### config.mk
export PLATFORM = sky130hd
export DESIGN_NAME = rwab_div
export DESIGN_NICKNAME = d
export VERILOG_FILES = /design/src/rtl/rwab_pkg.sv /design/src/rtl/rwab_div.sv
export SDC_FILE = /design/constraint.sdc
export NUM_CORES = 2
export LEC_CHECK = 0
export ABC_AREA = 1
export BUFFER_PORTS_ARGS = -buffer_cell sky130_fd_sc_hd__buf_2
export CAP_MARGIN = 20
export CORE_ASPECT_RATIO = 1.75
export CORE_UTILIZATION = 32
export CTS_BUF_LIST = sky130_fd_sc_hd__clkbuf_2
export DETAILED_ROUTE_END_ITERATION = 10
export SYNTH_ARGS = -nofsm -noshare
export SYNTH_HDL_FRONTEND = slang
export SYNTH_SLANG_ARGS = --single-unit
### constraint.sdc
create_clock -name clk_i -period 10.4 [get_ports clk_i]
set_input_delay 2.08 -clock clk_i [delete_from_list [all_inputs] [get_ports clk_i]]
set_output_delay 2.08 -clock clk_i [all_outputs]
set_load 0.02 [all_outputs]
### src/rtl/rwab_pkg.sv
// Shared types, constants and helper functions for the weighted RGBA alpha blend.
// Used by every module of the block; depends on nothing else.

package rwab_pkg;

  localparam int unsigned ChanW        = 8;
  localparam int unsigned NumW         = 25;
  localparam int unsigned DenW         = 17;
  localparam int unsigned QuoW         = 8;
  localparam int unsigned BitsPerStage = 2;
  localparam int unsigned NumDivStage  = QuoW / BitsPerStage;
  localparam logic [ChanW-1:0] FullScale = 8'd255;

  typedef enum logic [1:0] {
    ModeStraight  = 2'd0,
    ModePremul    = 2'd1,
    ModeViaPremul = 2'd2
  } mode_e;

  // Products and raw channels after the first register.
  typedef struct packed {
    mode_e                  mode;
    logic [3:0][ChanW-1:0]  a;
    logic [3:0][ChanW-1:0]  b;
    logic [ChanW-1:0]       wa;
    logic [ChanW-1:0]       wb;
    logic [2:0][15:0]       pra;
    logic [2:0][15:0]       prb;
    logic [15:0]            fa;
    logic [15:0]            fb;
  } s1_t;

  // Channels, premultiplied where the mode asks for it.
  typedef struct packed {
    mode_e                  mode;
    logic [3:0][ChanW-1:0]  pa;
    logic [3:0][ChanW-1:0]  pb;
    logic [ChanW-1:0]       wa;
    logic [ChanW-1:0]       wb;
    logic [15:0]            fa;
    logic [15:0]            fb;
  } s2_t;

  // Weighted sums per lane; lane 3 holds the combined alpha in straight mode.
  typedef struct packed {
    mode_e                  mode;
    logic [3:0][NumW-1:0]   sum;
  } s3_t;

  // Sums scaled down by full scale and saturated.
  typedef struct packed {
    mode_e                  mode;
    logic [3:0][ChanW-1:0]  m;
    logic                   clip;
    logic [3:0][NumW-1:0]   sum;
  } s4_t;

  // Payload of the restoring divider pipeline, three color lanes.
  typedef struct packed {
    logic [2:0][NumW-1:0]   rem;
    logic [DenW-1:0]        den;
    logic [2:0][QuoW-1:0]   quo;
    logic [2:0]             ovf;
    logic [ChanW-1:0]       alpha;
    logic                   clip;
    logic                   zero;
  } div_t;

  // Exact floor(n / 255): reciprocal estimate, which is high by at most one,
  // followed by a single correction.
  function automatic logic [10:0] div255(input logic [17:0] n);
    logic [33:0] t;
    logic [10:0] est;
    logic [18:0] prod;
    t    = (34'(n) << 15) + (34'(n) << 7) + 34'(n);
    est  = t[33:23];
    prod = (19'(est) << 8) - 19'(est);
    if (prod > 19'(n)) begin
      est = est - 11'd1;
    end
    return est;
  endfunction

endpackage

### src/rtl/rwab_div.sv
// Pipelined restoring divider for the three color lanes, two quotient bits
// per stage. Uses rwab_pkg.

module rwab_div (
  input  logic           clk_i,
  input  logic           rst_ni,
  input  logic           valid_i,
  input  rwab_pkg::div_t div_i,
  output logic           valid_o,
  output rwab_pkg::div_t div_o
);

  rwab_pkg::div_t                   st_q [rwab_pkg::NumDivStage];
  logic [rwab_pkg::NumDivStage-1:0] vld_q;

  for (genvar s = 0; s < rwab_pkg::NumDivStage; s++) begin : g_stage
    localparam int unsigned Hi = rwab_pkg::QuoW - 1 - s * rwab_pkg::BitsPerStage;
    rwab_pkg::div_t src;
    rwab_pkg::div_t nxt;
    logic           src_v;

    if (s == 0) begin : g_first
      assign src   = div_i;
      assign src_v = valid_i;
    end else begin : g_next
      assign src   = st_q[s-1];
      assign src_v = vld_q[s-1];
    end

    // The quotient is known to fit in eight bits unless the overflow flag is
    // set, so each step only tries one shifted divisor.
    always_comb begin
      logic [2:0]                bi;
      logic [rwab_pkg::NumW-1:0] trial;
      nxt = src;
      for (int k = 0; k < rwab_pkg::BitsPerStage; k++) begin
        bi = 3'(Hi - k);
        for (int l = 0; l < 3; l++) begin
          trial = rwab_pkg::NumW'(nxt.den) << bi;
          if (nxt.rem[l] >= trial) begin
            nxt.rem[l]     = nxt.rem[l] - trial;
            nxt.quo[l][bi] = 1'b1;
          end
        end
      end
    end

    always_ff @(posedge clk_i or negedge rst_ni) begin
      if (!rst_ni) begin
        vld_q[s] <= 1'b0;
      end else begin
        vld_q[s] <= src_v;
      end
    end

    always_ff @(posedge clk_i) begin
      st_q[s] <= nxt;
    end
  end

  assign valid_o = vld_q[rwab_pkg::NumDivStage-1];
  assign div_o   = st_q[rwab_pkg::NumDivStage-1];

endmodule

Word level (Yosys, flattened, before mapping). Memories as Yosys holds them, arrays and structs flattened. Index checks and enable logic that the tools add are counted.

$add $sub $neg: 24. Order comparisons: 24. Muxes and demuxes: 48.

Operators by type and width (number): $mux W25 (24); $ge A25 B17 Y1 (3); $ge A25 B18 Y1 (3); $ge A25 B19 Y1 (3); $ge A25 B20 Y1 (3); $ge A25 B21 Y1 (3); $ge A25 B22 Y1 (3); $ge A25 B23 Y1 (3); $ge A25 B24 Y1 (3); $sub A25 B17 Y25 (3); $sub A25 B18 Y25 (3); $sub A25 B19 Y25 (3); $sub A25 B20 Y25 (3); $sub A25 B21 Y25 (3); $sub A25 B22 Y25 (3); $sub A25 B23 Y25 (3); $sub A25 B24 Y25 (3); $mux W1 (24).

Flip-flop bits (word level): 4. Bits in writable memories: 516. Input port bits: 132. Output and inout bits: 130. Logic and storage cells: 101. Memories kept: 1.

Memories: st_q (words 4, width 129, rd ports 4, clocked after Yosys merged registers in 0, write ports 4, line rwab_div.sv:13) `rwab_pkg::div_t st_q [rwab_pkg::NumDivStage];`.

Logic depth before layout (Yosys ltp).
Word-level depth: 4. Gate-level depth with buffers: 34.

Worst setup path after synthesis. OpenSTA, ideal clock, no wires.

Kind: input-to-reg. From: in div_i[61] (netlist bit). To: mem st_q[0][70] (netlist bit). Library setup time: 58 ps. Arrival time: 5970 ps. Required time: 10342 ps. Path slack: 4372 ps. Stages on the path: 29. Path buffers: 3. Path through: inv_1 > ha_1 > fa_1 > inv_1 > nand3_1 > nand2_1 > a21oi_2 > o21bai_1 > nand2_1 > nand2_1 > nand2_1 > nand2_2 > inv_2 > buf_2 > clkbuf_1 > o21ai_0 > ha_1 > nand3_1 > nand2_1 > a31oi_1 > o21ai_0 > nand3_1 > nand2_1 > nand3_1 > nand4_4 > nor2_4 > buf_4 > nand2_1 > nand2_1.

RTL lines: from (decl) (line rwab_div.sv:8) `input rwab_pkg::div_t div_i,`; to (decl) (line rwab_div.sv:13).

==> impl_metrics.py <==
metrics = {
    "outcome": {
        "status": "finished, final reports clean",
    },
    "synth": {
        "synth_xor_area_share_pct": 7.85,
        "ys_async_sr_fraction_pct": 0.769,
        "synth-edff-count": 0,
        "synth_nets": 7055,
        "synth_top_family_by_area": "simple AND/OR/NAND/NOR gates",
        "synth_area_leaders": "dfxtp_1 (25%), nand2_1 (19%), ha_1 (12%), inv_1 (7.4%), a21oi_1 (5.2%)",
        "ys_ff_latch": 520,
        "ys_seq_area_share_pct": 24.9,
        "synth_compound_area_share_pct": 13.4,
        "synth_top_area_cell": "dfxtp_1",
        "synth.area.mux_share_pct": 0,
        "avgSynthCellArea_sq_um": 6.46,
        "synthSimpleGateAreaFrac_pct": 31.7,
        "synthesis.area_sq_mm": 0.0419,
        "ys_types": 61,
        "netlist_instances": 6491,
        "synthAdderAreaFrac_pct": 13.3,
        "ys.flop_type": "dfxtp_1",
        "yosys.area.top_type_share_pct": 24.6,
        "yosysWarnings": 0,
    },
    "detailed_routing": {
        "wl_microns": 146000,
        "num_vias": 42000,
        "first_pass_iters": 8,
        "drt_iter0_drc": 2013,
        "final_antenna_net_count": 0,
        "wl_per_cell_microns": 16.9,
        "drc": 0,
        "via_per_inst": 4.88,
    },
    "floorplanning": {
        "die_y_microns": 481,
        "num_io_pins": 262,
        "rows": 175,
        "die_w_microns": 276,
        "fp.dieArea_sq_mm": 0.133,
        "core_area_sq_mm": 0.130,
        "start_util_pct": 32.3,
    },
    "clock_tree": {
        "clkTransAtPathRegs_ps": 130,
        "numCtsBuffers": 130,
        "clock-root-buffer": "clkbuf_2",
        "cts_sinks": 520,
        "cts-hold-fix-buffers": 0,
        "cts-resized-gates": 0,
        "htree_levels": 4,
        "postCtsSetupBuffers": 0,
        "cts_tree": "done",
        "clock_latency_ps": 1570,
        "clock_path_buffers": 3,
    },
    "placement": {
        "place_congestion": 1.01,
        "dp.cells": 8383,
        "hpwlAfterDp_microns": 122000,
        "port_buffers": 261,
        "dp_worst_setup_slack_ps": 3050,
    },
    "sta": {
        "worst_pin_slew_ps": 1140,
        "finClkSkew_ps": 82.0,
        "hold_violations": 0,
        "grt_setup_unrepaired": "false",
        "layout_setup_ws_ps": 3600,
        "maxSlewHeadroom_pct": 23.7,
        "setup_viol_count_final": 0,
        "fin_crit_ps": 6800,
        "timing.final.crit_share_pct": 65.3,
        "slew_violations": 0,
        "fmax_ghz": 0.147,
        "setup_tns_ps": 0,
    },
    "min_path": {
        "whs_path_depth": 0,
        "min_path_type": "reg -> reg",
        "min-delay-start": "st_q[2][32]",
        "holdPathEnd": "st_q[3][32]",
    },
    "worst_setup_path": {
        "rr_endpoint": "st_q[1][72]",
        "worstSetupPathType": "reg -> reg",
        "critPathCaptureType": "flop",
        "reg2reg_depth": 23,
        "r2r_slack_ps": 3600,
        "required_ps": 11650,
        "regToRegStartpoint": "st_q[0][38]",
        "path_max_fanout": 36,
        "cp.arrival_ps": 8050,
        "start_kind": "flop",
    },
    "final_layout": {
        "drive_above_1_share_pct": 9.49,
        "fin_util_pct": 35.7,
        "stdcell_count": 8620,
        "fillerInstances": 14400,
        "area_delta_synth_final_pct": 10.7,
        "final_nets": 7399,
    },
    "global_routing": {
        "antenna_found_initial": 5,
        "grt_max_degree": 38,
        "grt_pass1_wl_microns": 220000,
        "track_usage_pct": 21.6,
        "overflow": 0,
        "grt_pass1_vias": 41300,
    },
    "run": {
        "drv_cap": 0,
    },
}
==> per-layer routing <==
layer | track usage (%) | part of all wire (%) | vias to the layer above
met5 | 0 | 0 | -
met3 | 3.00 | 3.9 | 402
met2 | 39.4 | 50 | 1115
met1 | 22.0 | 38 | 18800
li1 | - | - | 21700
met4 | 16.4 | 8.3 | 0
==> how the worst max path moves through the flow <==
| stage | startpoint | end | slack [ps] |
|---|---|---|---|
| 3_3_place_gp | div_i[37] | st_q[0][35] | 2770 |
| 5_1_grt | st_q[0][38] | st_q[1][72] | 3060 |
| 4_1_cts | st_q[0][38] | st_q[1][72] | 3620 |
| 2_1_floorplan | div_i[61] | st_q[0][70] | 4370 |
| 3_5_place_dp | div_i[40] | st_q[0][103] | 3050 |
| 6_report | st_q[0][38] | st_q[1][72] | 3600 |
==> worst max-delay path: stages, from the launching register on <==
cell,delay [ps]
dfxtp_1,380
inv_1,600
fa_1,410
nand2_1,100
nand2_1,90
nand3_1,70
nand2_1,180
nand2_1,100
nand2_1,90
nand2_1,70
nand2_1,480
clkinv_1,790
o21ai_0,560
ha_1,370
a21oi_1,250
o21ai_0,130
a21oi_1,130
nand2_1,130
a21oi_1,280
nand3_1,110
nor2_1,120
nand2_2,140
inv_2,450
o21ai_0,420
==> registers in the layout, summed over array words and instances (netlist names) <==
signal and flops:
valid_o 1, g_stage.src_v 3, st_q 516
==> final cells by class <==
cell class              count  area [sq um]  area share (%)
repair buffers            290          1540            3.31
well taps                1681          2100            4.53
flip-flops and latches    520         10400            22.5
multi-input cells        5034         27800            59.9
clock buffers             173           866            1.87
inverters                 859          3230            6.95
diodes                      5          12.5          0.0270
clock inverters            58           458           0.986
==> Yosys cell counts, types with 3 or more instances <==
library cell / n
nor3_4: 3
nand3_2: 11
clkinv_1: 4
fa_1: 24
or2_2: 37
and2_1: 12
xor2_1: 187
nand4_1: 91
nor2_2: 14
nor2_4: 5
dfrtp_1: 4
a21boi_0: 12
nor3_1: 55
clkbuf_1: 26
inv_2: 23
a21oi_2: 4
o2111ai_1: 3
a31oi_1: 17
a21o_1: 22
nor3b_1: 4
dfxtp_1: 516
nor4_1: 18
inv_1: 831
nand2_2: 38
or2_1: 4
and3_1: 3
o21ai_2: 10
o21ai_0: 418
ha_1: 408
buf_6: 16
xnor2_1: 189
buf_4: 13
o21bai_1: 32
o21ai_1: 79
nor2_1: 440
nand2_4: 3
nand3_1: 315
nand3b_1: 22
nand2_1: 2079
o211ai_1: 7
o21a_1: 6
buf_2: 21
a21oi_1: 440
==> metrics by stage <==
stage / hold slack, ps / cell area (sq um)
2_1_floorplan: 310 / 41900
3_3_place_gp: 310 / 45100
3_5_place_dp: 312 / 45100
4_1_cts: 154 / 46400
5_1_grt: 232 / 46400
6_report: 276 / 46400
==> cells in the final DEF (no fill, tap or decap), types with 12 or more instances in the layout <==
master,netlist,routed
nor3_1,55,55
nand4_1,91,91
nand3_1,315,315
buf_2,21,261
a21o_1,22,22
buf_4,13,27
and2_1,12,12
clkbuf_2,0,173
nor2_2,14,14
inv_2,23,23
clkinv_1,4,28
nand2_2,38,38
o21ai_0,418,418
clkinv_2,0,13
o21ai_1,79,79
a21boi_0,12,12
a21oi_1,440,440
or2_2,37,37
xnor2_1,189,189
xor2_1,187,187
dfxtp_1,516,516
nor4_1,18,18
nor2_1,440,440
inv_1,831,831
nand2_1,2079,2079
ha_1,408,408
nand3b_1,22,22
a31oi_1,17,17
o21bai_1,32,32
fa_1,24,24
==> kinds of logic after synthesis <==
group,after synthesis
and+or+nand+nor,3168
AOI/OAI and AO/OA,1058
buffers and inverters,937
DFF,520
adders and majority gates,432
xor gates and xnor gates,376
Power is not shown: default switching activity piles up to over one toggle a cycle in this logic, so the estimate is an artifact.
